`src/design/blcs_pkg.sv`:
```
`timescale 1ns / 1ps
`default_nettype none

package blcs_pkg;

  // Fixed geometry of the core cluster.
  localparam int unsigned CoreCount         = 8;
  localparam int unsigned CoreIdxW          = 3;
  localparam int unsigned LoadW             = 8;
  localparam int unsigned UtilW             = 11;
  localparam int unsigned CfgDataW          = 11;
  localparam int unsigned SmallCoresDefault = 4;

  // Configuration register indexes.
  typedef enum logic [2:0] {
    REG_BLOCK_ENABLE     = 3'd0,
    REG_HEAVY_THRESHOLD  = 3'd1,
    REG_LIGHT_THRESHOLD  = 3'd2,
    REG_RESERVE_ENABLE   = 3'd3,
    REG_RESERVED_CORE    = 3'd4,
    REG_SATURATION_LEVEL = 3'd5,
    REG_PACKING_ON       = 3'd6,
    REG_PACK_LIMIT       = 3'd7
  } reg_idx_e;

  // Register reset values.
  localparam logic [UtilW-1:0]    HeavyThresholdRst  = 11'd700;
  localparam logic [UtilW-1:0]    LightThresholdRst  = 11'd256;
  localparam logic [CoreIdxW-1:0] ReservedCoreRst    = 3'd7;
  localparam logic [LoadW-1:0]    SaturationLevelRst = 8'd3;
  localparam logic [LoadW-1:0]    PackLimitRst       = 8'd2;

  typedef struct packed {
    logic                block_enable;
    logic [UtilW-1:0]    heavy_threshold;
    logic [UtilW-1:0]    light_threshold;
    logic                reserve_enable;
    logic [CoreIdxW-1:0] reserved_core;
    logic [LoadW-1:0]    saturation_level;
    logic                packing_on;
    logic [LoadW-1:0]    pack_limit;
  } cfg_t;

  // One placement request.
  typedef struct packed {
    logic [UtilW-1:0]     utilization;
    logic [CoreIdxW-1:0]  previous_core;
    logic [CoreCount-1:0] online_mask;
    logic [LoadW-1:0]     run_count_0;
    logic [LoadW-1:0]     run_count_1;
    logic [LoadW-1:0]     run_count_2;
    logic [LoadW-1:0]     run_count_3;
    logic [LoadW-1:0]     run_count_4;
    logic [LoadW-1:0]     run_count_5;
    logic [LoadW-1:0]     run_count_6;
    logic [LoadW-1:0]     run_count_7;
  } req_t;

  // One placement decision.
  typedef struct packed {
    logic [CoreIdxW-1:0] target_core;
    logic                use_default;
  } rsp_t;

  // Per-core findings handed from a lane to the merging stage.
  typedef struct packed {
    logic small_ok;    // online small core
    logic pack_ok;     // online small core under the packing limit
    logic big_cand;    // online big core that is not held in reserve
    logic unsat;       // candidate big core below saturation
    logic big_online;  // online big core
  } lane_t;

endpackage

`default_nettype wire

```
`src/design/blcs_lane.sv`:
```
`timescale 1ns / 1ps
`default_nettype none

module blcs_lane #(
  parameter int unsigned LANE        = 0,
  parameter int unsigned SMALL_CORES = blcs_pkg::SmallCoresDefault
) (
  input  blcs_pkg::cfg_t                 cfg_i,
  input  logic                           online_i,
  input  logic [blcs_pkg::LoadW-1:0]     load_i,
  output blcs_pkg::lane_t                lane_o
);
  import blcs_pkg::*;

  localparam logic                IsSmall = (LANE < SMALL_CORES);
  localparam logic [CoreIdxW-1:0] LaneIdx = CoreIdxW'(LANE);

  logic held_back;

  // A big core is held back when reservation is on and it is the reserved one.
  assign held_back = cfg_i.reserve_enable && (cfg_i.reserved_core == LaneIdx);

  // Classify this core for the merging stage.
  always_comb begin
    lane_o.small_ok   = IsSmall && online_i;
    lane_o.pack_ok    = IsSmall && online_i && (load_i < cfg_i.pack_limit);
    lane_o.big_online = !IsSmall && online_i;
    lane_o.big_cand   = !IsSmall && online_i && !held_back;
    lane_o.unsat      = lane_o.big_cand && (load_i < cfg_i.saturation_level);
  end

endmodule

`default_nettype wire

```
`src/design/blcs_merge.sv`:
```
`timescale 1ns / 1ps
`default_nettype none

module blcs_merge #(
  parameter int unsigned SMALL_CORES = blcs_pkg::SmallCoresDefault
) (
  input  blcs_pkg::cfg_t                   cfg_i,
  input  logic [blcs_pkg::UtilW-1:0]       util_i,
  input  logic [blcs_pkg::CoreIdxW-1:0]    prev_i,
  input  logic [blcs_pkg::CoreCount-1:0]   online_i,
  input  logic [blcs_pkg::LoadW-1:0]       load_i [blcs_pkg::CoreCount],
  input  blcs_pkg::lane_t                  lanes_i [blcs_pkg::CoreCount],
  output blcs_pkg::rsp_t                   rsp_o
);
  import blcs_pkg::*;

  localparam logic [CoreIdxW-1:0] SmallIdx = CoreIdxW'(SMALL_CORES);

  logic                 is_light;
  logic                 is_heavy;
  logic [CoreCount-1:0] scan_mask;
  logic                 min_found;
  logic [LoadW-1:0]     min_load;
  logic [CoreIdxW-1:0]  min_idx;
  logic                 pack_found;
  logic [CoreIdxW-1:0]  pack_idx;
  logic                 big_found;
  logic [CoreIdxW-1:0]  big_idx;
  logic                 all_sat;
  logic                 take_reserved;
  logic [CoreIdxW-1:0]  heavy_pick;
  logic [CoreIdxW-1:0]  heavy_idx;

  assign is_light = util_i < cfg_i.light_threshold;
  assign is_heavy = util_i >= cfg_i.heavy_threshold;

  // The lanes that compete on load depend on the task class.
  always_comb begin
    for (int i = 0; i < CoreCount; i++) begin
      scan_mask[i] = is_light ? lanes_i[i].small_ok : lanes_i[i].big_cand;
    end
  end

  // Least-loaded scan; a strict compare keeps the lowest index on ties.
  always_comb begin
    min_found = 1'b0;
    min_load  = '0;
    min_idx   = prev_i;
    for (int i = 0; i < CoreCount; i++) begin
      if (scan_mask[i] && (!min_found || load_i[i] < min_load)) begin
        min_found = 1'b1;
        min_load  = load_i[i];
        min_idx   = CoreIdxW'(i);
      end
    end
  end

  // First small core under the packing limit and first online big core.
  always_comb begin
    pack_found = 1'b0;
    pack_idx   = '0;
    big_found  = 1'b0;
    big_idx    = '0;
    for (int i = CoreCount - 1; i >= 0; i--) begin
      if (lanes_i[i].pack_ok) begin
        pack_found = 1'b1;
        pack_idx   = CoreIdxW'(i);
      end
      if (lanes_i[i].big_online) begin
        big_found = 1'b1;
        big_idx   = CoreIdxW'(i);
      end
    end
  end

  // The reserved core is used only when every candidate is saturated.
  always_comb begin
    all_sat = 1'b1;
    for (int i = 0; i < CoreCount; i++) begin
      if (lanes_i[i].unsat) begin
        all_sat = 1'b0;
      end
    end
    take_reserved = cfg_i.reserve_enable && all_sat &&
                    online_i[cfg_i.reserved_core] &&
                    (!min_found || load_i[cfg_i.reserved_core] < min_load);
    heavy_pick = take_reserved ? cfg_i.reserved_core : min_idx;
    heavy_idx  = (heavy_pick < SmallIdx && big_found) ? big_idx : heavy_pick;
  end

  // Final decision.
  always_comb begin
    rsp_o.use_default = 1'b1;
    rsp_o.target_core = '0;
    if (cfg_i.block_enable) begin
      if (is_light) begin
        rsp_o.use_default = 1'b0;
        rsp_o.target_core = (cfg_i.packing_on && pack_found) ? pack_idx : min_idx;
      end else if (is_heavy) begin
        rsp_o.use_default = 1'b0;
        rsp_o.target_core = heavy_idx;
      end
    end
  end

endmodule

`default_nettype wire

```
`src/design/big_little_core_selector_core.sv`:
```
`timescale 1ns / 1ps
`default_nettype none

// Big/little core selector.
// A placement request arrives on req_i with in_valid_i/in_ready_o and is
// taken at an edge where both are high. The decision leaves on rsp_o with
// out_valid_o/out_ready_i, in the cycle after the request was taken.
// Eight lanes, one per core, classify their core side by side; a merging
// stage finds the packing core, the least-loaded core and the reserve
// choice in the same cycle, and the result goes into the output register.
// Throughput is one request per cycle: a new request is taken while the
// output register is empty or is being emptied in the same cycle.
// When the receiver stalls, the result holds and in_ready_o falls until
// the result is taken.
// The configuration port writes one register per cycle at cfg_we_i; it
// should be written only while no request is in flight.
// Reset empties the output register and loads every configuration
// register with its default value.
module big_little_core_selector_core #(
  parameter int unsigned SMALL_CORES = blcs_pkg::SmallCoresDefault
) (
  input  logic                          clk_i,
  input  logic                          rst_ni,
  input  logic                          in_valid_i,
  output logic                          in_ready_o,
  input  blcs_pkg::req_t                req_i,
  output logic                          out_valid_o,
  input  logic                          out_ready_i,
  output blcs_pkg::rsp_t                rsp_o,
  input  logic                          cfg_we_i,
  input  logic [2:0]                    cfg_idx_i,
  input  logic [blcs_pkg::CfgDataW-1:0] cfg_wdata_i
);
  import blcs_pkg::*;

  cfg_t             cfg_q;
  logic [LoadW-1:0] loads [CoreCount];
  lane_t            lanes [CoreCount];
  rsp_t             rsp_d;
  rsp_t             rsp_q;
  logic             out_valid_q;
  logic             accept;

  // Configuration registers.
  always_ff @(posedge clk_i or negedge rst_ni) begin
    if (!rst_ni) begin
      cfg_q.block_enable     <= 1'b1;
      cfg_q.heavy_threshold  <= HeavyThresholdRst;
      cfg_q.light_threshold  <= LightThresholdRst;
      cfg_q.reserve_enable   <= 1'b1;
      cfg_q.reserved_core    <= ReservedCoreRst;
      cfg_q.saturation_level <= SaturationLevelRst;
      cfg_q.packing_on       <= 1'b1;
      cfg_q.pack_limit       <= PackLimitRst;
    end else if (cfg_we_i) begin
      case (reg_idx_e'(cfg_idx_i))
        REG_BLOCK_ENABLE:     cfg_q.block_enable     <= cfg_wdata_i[0];
        REG_HEAVY_THRESHOLD:  cfg_q.heavy_threshold  <= cfg_wdata_i[UtilW-1:0];
        REG_LIGHT_THRESHOLD:  cfg_q.light_threshold  <= cfg_wdata_i[UtilW-1:0];
        REG_RESERVE_ENABLE:   cfg_q.reserve_enable   <= cfg_wdata_i[0];
        REG_RESERVED_CORE:    cfg_q.reserved_core    <= cfg_wdata_i[CoreIdxW-1:0];
        REG_SATURATION_LEVEL: cfg_q.saturation_level <= cfg_wdata_i[LoadW-1:0];
        REG_PACKING_ON:       cfg_q.packing_on       <= cfg_wdata_i[0];
        REG_PACK_LIMIT:       cfg_q.pack_limit       <= cfg_wdata_i[LoadW-1:0];
        default: ;
      endcase
    end
  end

  // Run counts laid out as one vector of lanes.
  assign loads[0] = req_i.run_count_0;
  assign loads[1] = req_i.run_count_1;
  assign loads[2] = req_i.run_count_2;
  assign loads[3] = req_i.run_count_3;
  assign loads[4] = req_i.run_count_4;
  assign loads[5] = req_i.run_count_5;
  assign loads[6] = req_i.run_count_6;
  assign loads[7] = req_i.run_count_7;

  // One lane per core.
  for (genvar g = 0; g < CoreCount; g++) begin : g_lane
    blcs_lane #(
      .LANE        (g),
      .SMALL_CORES (SMALL_CORES)
    ) u_lane (
      .cfg_i    (cfg_q),
      .online_i (req_i.online_mask[g]),
      .load_i   (loads[g]),
      .lane_o   (lanes[g])
    );
  end

  // Merge the lane findings into one decision.
  blcs_merge #(
    .SMALL_CORES (SMALL_CORES)
  ) u_merge (
    .cfg_i    (cfg_q),
    .util_i   (req_i.utilization),
    .prev_i   (req_i.previous_core),
    .online_i (req_i.online_mask),
    .load_i   (loads),
    .lanes_i  (lanes),
    .rsp_o    (rsp_d)
  );

  // Output register: refilled in the cycle it is emptied.
  assign in_ready_o = !out_valid_q || out_ready_i;
  assign accept     = in_valid_i && in_ready_o;

  always_ff @(posedge clk_i or negedge rst_ni) begin
    if (!rst_ni) begin
      out_valid_q <= 1'b0;
    end else if (accept) begin
      out_valid_q <= 1'b1;
    end else if (out_ready_i) begin
      out_valid_q <= 1'b0;
    end
  end

  always_ff @(posedge clk_i) begin
    if (accept) begin
      rsp_q <= rsp_d;
    end
  end

  assign out_valid_o = out_valid_q;
  assign rsp_o       = rsp_q;

endmodule

`default_nettype wire

```
`config.mk`:
```
export PLATFORM = sky130hd
export DESIGN_NAME = big_little_core_selector_core
export DESIGN_NICKNAME = d
export VERILOG_FILES = /design/src/design/blcs_pkg.sv /design/src/design/blcs_lane.sv /design/src/design/blcs_merge.sv /design/src/design/big_little_core_selector_core.sv
export SDC_FILE = /design/constraint.sdc
export NUM_CORES = 1
export LEC_CHECK = 0
export ABC_AREA = 1
export BUFFER_PORTS_ARGS = -buffer_cell sky130_fd_sc_hd__buf_2
export CAP_MARGIN = 40
export CORE_UTILIZATION = 42
export CTS_BUF_LIST = sky130_fd_sc_hd__clkbuf_4 sky130_fd_sc_hd__clkbuf_8 sky130_fd_sc_hd__clkbuf_16
export CTS_CLUSTER_SIZE = 30
export DETAILED_ROUTE_END_ITERATION = 8
export GPL_ROUTABILITY_DRIVEN = 0
export MAX_ROUTING_LAYER = met4
export PLACE_DENSITY_LB_ADDON = 0.25
export SETUP_SLACK_MARGIN = 0.3
export SLEW_MARGIN = 5
export SYNTH_ARGS = -nofsm -noshare
export SYNTH_HDL_FRONTEND = slang
export SYNTH_SLANG_ARGS = --single-unit
export TNS_END_PERCENT = 30
```
`constraint.sdc`:
```
create_clock -name clk_i -period 10.3 [get_ports clk_i]
set_clock_uncertainty 0.1 [all_clocks]
set_input_delay 2.06 -clock clk_i [delete_from_list [all_inputs] [get_ports clk_i]]
set_output_delay 2.06 -clock clk_i [all_outputs]
set_load 0.01 [all_outputs]
```
# After elaboration in Yosys (flattened, before gate mapping)
# Cells that the tools add are included.
# Widths: inputs -> output; s select.
dict set report op_classes {
  mux 64
  order_cmp 21
  n_eq_ne 11
  reduce_logical 61
  bitwise_logic 1
}
# op count
set ops {}
lappend ops {{$lt 8x8->1} 16}
lappend ops {{$mux 8} 10}
lappend ops {{$mux 3} 15}
lappend ops {{$mux 1} 31}
lappend ops {{$logic_and 1x1->1} 29}
lappend ops {{$bmux 8 s3} 1}
lappend ops {{$eq 3x3->1 const B} 8}
lappend ops {{$reduce_and 2->1} 8}
lappend ops {{$logic_not 1->1} 13}
lappend ops {{$ge 11x11->1} 1}
lappend ops {{$lt 11x11->1} 1}
lappend ops {{$logic_or 1x1->1} 9}
lappend ops {{$mux 2} 4}
lappend ops {{$mux 4} 2}
lappend ops {{$eq 3x2->1 const B} 2}
lappend ops {{$ge 4x4->1 const B} 1}
lappend ops {{$lt 3x4->1 const B} 1}
lappend ops {{$not 3->4} 1}
lappend ops {{$bmux 1 s3} 1}
lappend ops {{$eq 3x1->1 const B} 1}
lappend ops {{$logic_not 3->1} 1}
lappend ops {{$lt 3x3->1 const B} 1}
lappend ops {{$reduce_bool 2->1} 1}
dict set report word_totals {
  wordCells 169
  output_inout_bits 6
  inputBits 105
  ff_bits 49
}

# Longest topological paths before layout
# Gate-level depths: netlist (run 1).
dict set report depth {
  word_depth 40
  mapped_depth 100
}

# Cells and area by module
# A second synthesis (run 1) with hierarchy kept.
dict set report unflattened {
  cells_unflattened 1236
  hier_area_um2 7820.0
}
# mod instances cells_each area_per_inst_um2
set by_module_without_submodules {}
lappend by_module_without_submodules {blcs_merge 1 694 3895.0}
lappend by_module_without_submodules {big_little_core_selector_core 1 215 1988.2}
lappend by_module_without_submodules {{blcs_lane at g_lane[0].u_lane ...} 4 38 225.2}
lappend by_module_without_submodules {{blcs_lane at g_lane[5].u_lane ...} 2 45 255.2}
lappend by_module_without_submodules {{blcs_lane at g_lane[4].u_lane} 1 42 262.8}
lappend by_module_without_submodules {{blcs_lane at g_lane[7].u_lane} 1 43 262.8}

# Worst setup path after synthesis (run 1)
# Ideal clock, no wire load.
dict set report synth_path {
  kind {input to register}
  startpoint {in req_i[85] (netlist bit)}
  endpoint {reg rsp_q, in the netlist rsp_o[2], data pin}
  setup_slack_ps -1937
  n_path_buf 6
  stages 81
  arrival_time_ps 11881
  setup_ps 256
  required_time_ps 9944
  path_cell_list {ha_1 a21o_1 nor2_1 nand2_1 nor2_4 inv_2 nor2_2 nand2_1 ha_1 a21oi_1 nor2_1 a211oi_1 nand2_1 nand2_1 nand2_2 clkbuf_1 o21ai_0 ha_1 (+45 left out) nand2_2 nand2_4 clkbuf_1 nand2_1 o21ai_0 ha_1 a21oi_1 nor2_1 a211oi_1 nand2_1 nand2_2 nand2_2 nand2_2 nand3_1 nand2_1 inv_1 nand2_1 a21oi_1}
}
dict set report synth_between {
  elab_chain_cells 40
  word_cells_on_any_way 73
}
# element line
set synth_lines {}
lappend synth_lines {{from (decl)} big_little_core_selector_core.sv:26} ;# input blcs_pkg::req_t req_i,
lappend synth_lines {{$lt 11x11->1} blcs_merge.sv:34} ;# assign is_light = util_i < cfg_i.light_threshold;
lappend synth_lines {{$mux 1} blcs_merge.sv:40} ;# scan_mask[i] = is_light ? lanes_i[i].small_ok : lanes_i[i].big_cand;
lappend synth_lines {{$mux 8 / $mux 1 (equally long branches)} blcs_merge.sv:50} ;# if (scan_mask[i] && (!min_found || load_i[i] < min_load)) begin
lappend synth_lines {{$lt 8x8->1 / $logic_not 1->1 (equally long branches)} blcs_merge.sv:50}
lappend synth_lines {{$logic_or 1x1->1} blcs_merge.sv:50}
lappend synth_lines {{$logic_and 1x1->1} blcs_merge.sv:50}
lappend synth_lines {{$mux 8 / $mux 1 (equally long branches)} blcs_merge.sv:50}
lappend synth_lines {{$lt 8x8->1 / $logic_not 1->1 (equally long branches)} blcs_merge.sv:50}
lappend synth_lines {{(+24 left out)} --}
lappend synth_lines {{$logic_or 1x1->1} blcs_merge.sv:86} ;# (!min_found || load_i[cfg_i.reserved_core] < min_load);
lappend synth_lines {{$logic_and 1x1->1} blcs_merge.sv:85} ;# online_i[cfg_i.reserved_core] &&
lappend synth_lines {{$mux 3} blcs_merge.sv:87} ;# heavy_pick = take_reserved ? cfg_i.reserved_core : min_idx;
lappend synth_lines {{$lt 3x3->1} blcs_merge.sv:88} ;# heavy_idx = (heavy_pick < SmallIdx && big_found) ? big_idx : heavy_pick;
lappend synth_lines {{$logic_and 1x1->1} blcs_merge.sv:88}
lappend synth_lines {{$mux 3} blcs_merge.sv:88}
lappend synth_lines {{$mux 4} blcs_merge.sv:99} ;# end else if (is_heavy) begin
lappend synth_lines {{$mux 4 *} blcs_merge.sv:96} ;# if (is_light) begin
lappend synth_lines {{to (signal assigned)} big_little_core_selector_core.sv:122} ;# rsp_q <= rsp_d;
lappend synth_lines {{to (decl)} big_little_core_selector_core.sv:40} ;# rsp_t rsp_q;
# Mark *: on every way between the ends. The rest lies on a longest branch, timed or not.
# A chain may end at the register's enable or synchronous reset.

# Worst setup path in the final report (run 1)
dict set report layout_path {
  startpoint {in req_i[84] (netlist bit)}
  endpoint {reg rsp_q, in the netlist rsp_o[2], data pin}
}
# Same word-level chain as after synthesis.

==> results of run 1 <==
registers in the layout, summed over array words and instances (netlist names):
register and cells:
cfg_q 44, out_valid_o 1, rsp_o 4
routing by layer:
| layer | global-route usage | share of wire | vias up |
|---|---|---|---|
| li1 | - | - | 3543 |
| met1 | 0.3623 | 0.45 | 3141 |
| met2 | 0.4558 | 0.47 | 227 |
| met3 | 0.02976 | 0.061 | 31 |
| met4 | 0.06101 | 0.017 | 0 |
| met5 | - | 0 | - |
final cells by class:
class | instances | area [um2] | area share
clock buffer | 5 | 125.1 | 0.01503
multi-input combinational | 724 | 4828 | 0.5800
sequential | 49 | 1266 | 0.1521
clock inverter | 3 | 26.28 | 0.003156
tap | 184 | 230.2 | 0.02765
inverter | 125 | 471.7 | 0.05666
timing repair buffer | 218 | 1378 | 0.1655
how the worst max path moves through the flow:
stage,startpoint,end,cells past startpoint
4_1_cts,req_i[85],rsp_o[2],81
3_3_place_gp,req_i[85],rsp_o[2],71
5_1_grt,req_i[84],rsp_o[2],83
3_5_place_dp,req_i[85],rsp_o[2],70
6_report,req_i[84],rsp_o[2],82
2_1_floorplan,req_i[85],rsp_o[2],85
worst register-to-register path, delay by kind of cell, from the launching register on:
kind | cells | cell delay (ps)
buffers and inverters | 8 | 630
AOI/OAI and AO/OA | 20 | 2750
adders and majority gates | 8 | 2180
DFF | 1 | 530
and+or+nand+nor | 46 | 3960
power by group:
group / leakage (nW) / total (mW) / switching (mW) / internal, mW
Combinational: 3.78 / 1.01 / 0.560 / 0.453
Sequential: 0.567 / 0.265 / 0.0235 / 0.242
Clock: 0.0680 / 0.170 / 0.0779 / 0.0918
Total: 4.42 / 1.45 / 0.661 / 0.786
cells by family (layout without fill, tap and decap cells):
group	after synthesis	in the layout	share of synthesized area
AND/OR/NAND/NOR	353	358	0.2368
AO/OA/AOI/OAI	242	242	0.2274
buffers and inverters	142	351	0.08540
adder cells (fa/ha/maj)	124	124	0.2480
flip-flops	49	49	0.2024
repair_timing:
action,in CTS,in global routing
cloned,2,3
pin swaps,8,33
setup endpoints to repair,3,3
resized for setup,15,61
buffers inserted,4,5
cells in the mapped netlist, types with 8 or more instances:
cell type	count	area (um2)
dfstp_2	16	420.4
o32ai_1	8	70.07
clkbuf_1	16	60.06
nand2_1	247	927.1
ha_1	124	1551
o22ai_1	20	125.1
nand2_2	12	75.07
a211oi_1	10	75.07
nor2_1	39	146.4
dfrtp_1	29	725.7
o211ai_1	9	67.56
inv_1	119	446.7
nand3_1	31	155.2
o21ai_0	103	515.5
a21oi_1	53	265.3
a21boi_0	9	67.56
through the flow:
stage                     instance area, um2  instances  setup TNS [ps]
after detailed placement                7756       1286           -5939
after global routing                    8325       1308           -6340
after CTS                               7983       1300           -3909
final                                   8325       1308           -4347
after floorplan                         6341        910           -3930
after global placement                  7736       1285           -5445
==> impl_metrics.yaml, run 1 <==
run_status:
  run_status: "finished, violations left"
  violations: "negative setup slack"
setup_path:
  start_kind: "primary input"
  reg2reg_from: "cfg_q[29]"
  rrSetupSlack_ps: -100
  critical_path.most_common_cell: "nand2_1"
  critPathArrivalTime_ps: 11730
  cp_slowest_cell: "ha_1"
  reg2reg_depth: 82
  critical_path.max_stage_delay_ps: 340
  cp-end-kind: "register"
  reg2reg_to: "rsp_o[2]"
  critPathBufInv: 8
  path_max_fanout: 12
  critical_path_required_ps: 10250
  path_delay_family: "simple AND/OR/NAND/NOR gates"
  crit_type: "in -> reg"
final_layout:
  layout-drive-gt1-share: 0.2927
  syn_to_final_growth_pct: 33.08
  fill_cells: 1427
  layout_common_cells: "nand2_1, inv_1, ha_1"
  final_util: 0.5728
  final_common_cell: "nand2_1"
  antenna_cells: 0
  nets: 1352
grt:
  grt_pass1_wl_um: 31690
  grt_pass1_vias: 6377
  overflow: 0
  grt_antenna_before_repair: 0
  grt_usage: 0.2760
  grt_max_degree: 34
synthesis:
  synth-async-reset-ratio: 0.9184
  syn_nets: 1139
  ys_types: 40
  synth.avg_cell_area_um2: 6.875
  synth_edf_count: 4
  syn_inst: 910
  synth_ff_type: "dfrtp_1"
  yosysSeqAreaShare: 0.2024
  ys_warn_count: 0
  netlist_area_um2: 6256
  ys_ff_latch: 49
route:
  firstDrtPassIters: 5
  drt_iter0_markers: 472
  wl_per_cell_um: 15.73
  via_per_inst: 5.307
  routed_wl_um: 20580
  vias: 6942
  drcViolationCount: 0
  postRouteAntennaNets: 0
clocking:
  cts_tree: "yes"
  ctsHoldBuffers: 0
  clk_pin_slew_worst_paths_ps: 70
  cts_root_buffer: "clkbuf_16"
  cts.sinks: 49
  clk_latency_ps: 290
  cts_buffers: 5
  clk_path_buf_depth: 2
  htree_levels: 2
pwr:
  vdd_ir_drop_max_v: 0.00008771
  p_per_area_nw_per_um2: 173.9
  power.leakage_nw: 4.419
  p_total_mw: 1.448
run:
  cap_violations: 0
placement:
  io_buffers: 110
  place_hpwl_um: 16720
  dp_slack_ps: -2017
die:
  num_rows: 44
  core_um2: 14530
  initial_core_util: 0.4304
  ios: 111
  die_h_um: 124.0
  die-area_um2: 15390
  die_w_um: 124.0
sta:
  max_freq_mhz: 84.91
  slew_headroom: 0.5358
  layout_setup_ws_ps: -1478
  period_share: 1.143
  worstMarginPinSlew_ps: 691.7
  drv_slew: 0
  post-route-min-period_ps: 11780
  setup_viol: 3
  worst_hold_slack_ps: 383.0
  rsz0062_at_grt: "yes"
  hold_violations: 0
worst_hold_path:
  hold_path.class: "reg -> reg"
  min_path_cells: 2
  hold_path_end: "cfg_q[25]"
  hp-start: "cfg_q[25]"
Note: power is estimated with default switching activity, not from simulation.
==> inputs of run 2 (changes only) <==
--- a/config.mk
+++ b/config.mk
@@ -13,9 +13,10 @@
 export CTS_CLUSTER_SIZE = 30
 export DETAILED_ROUTE_END_ITERATION = 8
 export GPL_ROUTABILITY_DRIVEN = 0
+export GPL_TIMING_DRIVEN = 0
 export MAX_ROUTING_LAYER = met4
 export PLACE_DENSITY_LB_ADDON = 0.25
-export SETUP_SLACK_MARGIN = 0.3
+export SETUP_SLACK_MARGIN = 0.15
 export SLEW_MARGIN = 5
 export SYNTH_ARGS = -nofsm -noshare
 export SYNTH_HDL_FRONTEND = slang
==> run 2 against run 1 <==
Net effect: the flow still finishes with violations (negative setup slack); sequential power about the same; count of clock-buffer cells in the layout unchanged; power rose by 5.3%; via count up 0.68%; largest cell class unchanged; highest routed layer unchanged.
==> impl_metrics.yaml, run 2 (same netlist as run 1, synthesis figures left out) <==
clocking:
  clk_path_buf_depth: 2
  clk_pin_slew_worst_paths_ps: 70
  cts_tree: "yes"
  cts_buffers: 5
  cts_root_buffer: "clkbuf_16"
  cts.sinks: 49
  clk_latency_ps: 290
  htree_levels: 2
  ctsHoldBuffers: 0
die:
  die_h_um: 124.0
  num_rows: 44
  die_w_um: 124.0
  core_um2: 14530
  ios: 111
  die-area_um2: 15390
  initial_core_util: 0.4304
route:
  firstDrtPassIters: 5
  routed_wl_um: 21450
  postRouteAntennaNets: 0
  via_per_inst: 5.564
  wl_per_cell_um: 17.07
  vias: 6989
  drcViolationCount: 0
  drt_iter0_markers: 544
final_layout:
  regMostFlops: "cfg_q"
  final_util: 0.5771
  layout-drive-gt1-share: 0.3125
  final_common_cell: "nand2_1"
  layout_common_cells: "nand2_1, inv_1, buf_2"
  antenna_cells: 0
  final_area_um2: 8388
  syn_to_final_growth_pct: 34.08
  nets: 1300
  largest_register_ffs: 44
pwr:
  p_total_mw: 1.524
  swShare: 0.4726
  intPower_mw: 0.8038
  pwr-share-clk: 0.112
  p_switching_mw: 0.7203
  pwr-share-seq: 0.175
  vdd_ir_drop_max_v: 0.0001051
  p_per_area_nw_per_um2: 181.7
  power.leakage_nw: 4.245
  comb_power_share: 0.714
placement:
  place_hpwl_um: 16700
  io_buffers: 110
  placed_area_um2: 7142
sta:
  post-route-min-period_ps: 11830
  tns_ps: -4492
  hold_violations: 0
  drv_slew: 0
  layout_setup_ws_ps: -1533
  slew_headroom: 0.4198
  worstMarginPinSlew_ps: 863.7
  setup_viol: 3
  rsz0062_at_grt: "yes"
  period_share: 1.149
  max_freq_mhz: 84.51
grt:
  grt_pass1_vias: 6370
  overflow: 0
  grt_usage: 0.2837
  grt_antenna_before_repair: 0
  grt_max_degree: 35
  grt_pass1_wl_um: 32410
setup_path:
  crit_type: "in -> reg"
  path_max_fanout: 6
  critical_path.max_stage_delay_ps: 300
  critPathArrivalTime_ps: 11780
  cp-end-kind: "register"
  path_delay_family: "simple AND/OR/NAND/NOR gates"
  critical_path_required_ps: 10250
  start_kind: "primary input"
  critical_path.most_common_cell: "nand2_1"
  cp_slowest_cell: "ha_1"
  critPathBufInv: 12
worst_hold_path:
  hold_path.class: "reg -> reg"
run_status:
  violations: "negative setup slack"
  run_status: "finished, violations left"
run:
  cap_violations: 0
[run 2: cell count changes in the layout (fill, tap and decap cells not counted), sizes merged]
cell and change:
nand2 -5, buf -59, inv +1, clkinv -1
clkbuf +12
[run 2: per-layer routing]
metal  track usage  vias up  wire length (um)
met1        0.3779     3223              9504
met2        0.4644      276             10040
li1              -     3445                 -
met5             -        -                 0
met4       0.05208        0               469
met3       0.03342       45              1428
[run 2: area by class of cell]
| class | instances | area [um2] |
|---|---|---|
| Clock inverter | 3 | 26.28 |
| Buffer | 17 | 127.6 |
| Sequential cell | 49 | 1266 |
| Clock buffer | 5 | 125.1 |
| Inverter | 125 | 474.2 |
| Timing Repair Buffer | 154 | 950.9 |
| Tap cell | 184 | 230.2 |
| Fill cell | 1385 | 6146 |
| Multi-Input combinational cell | 719 | 5187 |
[run 2: tightest hold or removal path: cells and delay by family (launching register included)]
kind             cells  cell delay (ps)
AND/OR/NAND/NOR      1               50
flip-flops           1              340
AO/OA/AOI/OAI        1               60
[run 2: path summary, 6_finish.rpt]
check	start	to	slack, ps	cells past startpoint
max	req_i[81]	rsp_o[2]	-1530	84
min	cfg_q[24]	cfg_q[24]	390	2
max reg2reg	cfg_q[29]	rsp_o[2]	-190	84
min reg2reg	cfg_q[24]	cfg_q[24]	390	2
max in group asynchronous	rst_ni	cfg_q[1]	7990	2
min in group asynchronous	rst_ni	cfg_q[40]	1550	1
[run 2: what timing repair did]
item,4_1_cts,5_1_grt
cloned,6,0
setup buffers,22,15
pin swaps,44,78
setup endpoints to repair,3,3
resized for setup,63,128
[run 2: power by group through the flow]
stage                     registers [mW]  logic (mW)  clock network (mW)
after floorplan                    0.262       0.573                   0
after global placement             0.267       0.764                   0
after detailed placement           0.269       0.782                   0
after CTS                          0.265       0.884               0.173
after global routing               0.271        1.21               0.181
final                              0.266        1.09               0.170
[run 2: metrics by stage]
step                instances  setup WS, ps  hold WS, ps
finish                   1256         -1533        389.2
global route             1256         -2046        417.6
CTS                      1241         -2027        391.3
detailed placement       1205         -3151        373.2
global placement         1204         -3034        367.5
floorplan                 910         -1343        353.0
==> inputs of run 3 (changes only) <==
--- a/config.mk
+++ b/config.mk
@@ -10,13 +10,14 @@
 export CAP_MARGIN = 40
 export CORE_UTILIZATION = 42
 export CTS_BUF_LIST = sky130_fd_sc_hd__clkbuf_4 sky130_fd_sc_hd__clkbuf_8 sky130_fd_sc_hd__clkbuf_16
-export CTS_CLUSTER_SIZE = 30
+export CTS_CLUSTER_SIZE = 28
 export DETAILED_ROUTE_END_ITERATION = 8
 export GPL_ROUTABILITY_DRIVEN = 0
 export GPL_TIMING_DRIVEN = 0
 export MAX_ROUTING_LAYER = met4
 export PLACE_DENSITY_LB_ADDON = 0.25
 export SETUP_SLACK_MARGIN = 0.15
+export SKIP_LAST_GASP = 1
 export SLEW_MARGIN = 5
 export SYNTH_ARGS = -nofsm -noshare
 export SYNTH_HDL_FRONTEND = slang
==> run 3 against run 2 <==
Net effect: the run still ends with negative setup slack left; sequential power hardly changed; power down 0.18%; critical endpoint unchanged; sequential share of layout area about the same; non-clock buffer count is the same; count of clock-buffer cells in the layout unchanged; largest power group unchanged; core utilization shrank 0.11 points; wire length decreased by 0.21%; via count hardly changed; first-iteration DRC count shrank 7.0%.
==> impl_metrics.yaml, run 3 (same netlist as run 1, synthesis figures left out) <==
route:
  routed_wl_um: 21400
  postRouteAntennaNets: 0
  firstDrtPassIters: 5
  via_per_inst: 5.565
  drcViolationCount: 0
  wl_per_cell_um: 17.04
  drt_iter0_markers: 506
  vias: 6990
grt:
  overflow: 0
  grt_pass1_vias: 6369
  grt_pass1_wl_um: 32330
  grt_usage: 0.2831
  grt_antenna_before_repair: 0
  grt_max_degree: 35
pwr:
  vdd_ir_drop_max_v: 0.0001059
  p_total_mw: 1.521
  p_per_area_nw_per_um2: 181.7
  power.leakage_nw: 4.245
sta:
  setup_viol: 3
  hold_violations: 0
  layout_setup_ws_ps: -1558
  post-route-min-period_ps: 11860
  rsz0062_at_grt: "yes"
  drv_slew: 0
  worstMarginPinSlew_ps: 833.4
  max_freq_mhz: 84.33
  slew_headroom: 0.4401
  period_share: 1.151
final_layout:
  regMostFlops: "cfg_q"
  final_common_cell: "nand2_1"
  layout_common_cells: "nand2_1, inv_1, buf_2"
  antenna_cells: 0
  largest_register_ffs: 44
  layout-drive-gt1-share: 0.3106
  syn_to_final_growth_pct: 33.82
  nets: 1300
  fin_cells: 1256
setup_path:
  critical_path.max_stage_delay_ps: 300
  reg2reg_to: "rsp_o[2]"
  crit_type: "in -> reg"
  start_kind: "primary input"
  crit_end: "rsp_o[2]"
  rrSetupSlack_ps: -220
  reg2reg_from: "cfg_q[29]"
  reg2reg_depth: 84
  critical_path_required_ps: 10250
  critPathArrivalTime_ps: 11810
  path_max_fanout: 6
  cp_slowest_cell: "ha_1"
  cp-end-kind: "register"
  crit_start: "req_i[81]"
  critical_path.most_common_cell: "nand2_1"
placement:
  io_buffers: 110
  place_inst: 1205
  place_hpwl_um: 16700
clocking:
  clk_latency_ps: 290
  ctsHoldBuffers: 0
  clk_path_buf_depth: 2
  cts_buffers: 5
  clk_pin_slew_worst_paths_ps: 70
  cts.sinks: 49
  cts_tree: "yes"
  htree_levels: 2
  cts_root_buffer: "clkbuf_16"
worst_hold_path:
  hold_path.class: "reg -> reg"
run_status:
  run_status: "finished, violations left"
  violations: "negative setup slack"
die:
  ios: 111
  num_rows: 44
  die_h_um: 124.0
  core_um2: 14530
  initial_core_util: 0.4304
  die-area_um2: 15390
  die_w_um: 124.0
run:
  cap_violations: 0
==> run 3: cell counts in the layout (fill, tap and decap cells not counted) <==
No cell type changed its count.
==> run 3: metal layers <==
layer | up-vias | global-route usage | wire [um]
met5 | - | - | 0
met4 | 0 | 0.05208 | 461
met3 | 41 | 0.03342 | 1393
li1 | 3450 | - | -
met1 | 3222 | 0.3768 | 9466
met2 | 277 | 0.4637 | 10080
==> run 3: worst max-delay path, delay by kind of cell <==
kind,cells,cell delay (ps)
AO/OA/AOI/OAI,19,2610
buffers and inverters,12,1430
adder cells (fa/ha/maj),8,2010
AND/OR/NAND/NOR,45,3690
==> run 3: power by group <==
group | total (mW) | internal (mW) | switching [mW] | leakage [nW]
Sequential | 0.266 | 0.242 | 0.0241 | 0.567
Clock | 0.171 | 0.0918 | 0.0788 | 0.0680
Combinational | 1.08 | 0.469 | 0.616 | 3.61
==> run 3: timing repair <==
item	4_1_cts	5_1_grt
setup buffers	22	15
cloned	6	0
endpoints found under the setup margin	3	3
pin swaps	44	78
gates resized for setup	58	130
==> run 3: cell type report <==
cell class	count	area, um2
multi-input combinational	719	5175
tap	184	230.2
clock buffer	5	125.1
inverter	125	474.2
timing repair buffer	154	947.2
buffer	17	127.6
fill	1382	6162
sequential	49	1266
clock inverter	3	26.28
==> run 3: worst min-delay path by stage <==
stage                         start  cells past startpoint   endpoint
final                     cfg_q[27]                      2  cfg_q[27]
after global routing      cfg_q[35]                      2  cfg_q[35]
after CTS                 cfg_q[27]                      2  cfg_q[27]
after detailed placement  cfg_q[27]                      2  cfg_q[27]
after global placement    cfg_q[14]                      2  cfg_q[14]
after floorplan           cfg_q[11]                      2  cfg_q[11]
==> run 3: metrics by stage <==
step           setup WS [ps]  area, um2  TNS, ps  utilization  hold WS (ps)
5_1_grt                -2047       8372    -6040       0.5760         417.6
3_5_place_dp           -3151       7142    -9328       0.4914         373.2
4_1_cts                -2065       7727    -6126       0.5317         391.3
6_report               -1558       8372    -4568       0.5760         389.0
2_1_floorplan          -1343       6341    -3930            -         353.0
3_3_place_gp           -3034       7122    -8991       0.4900         367.5
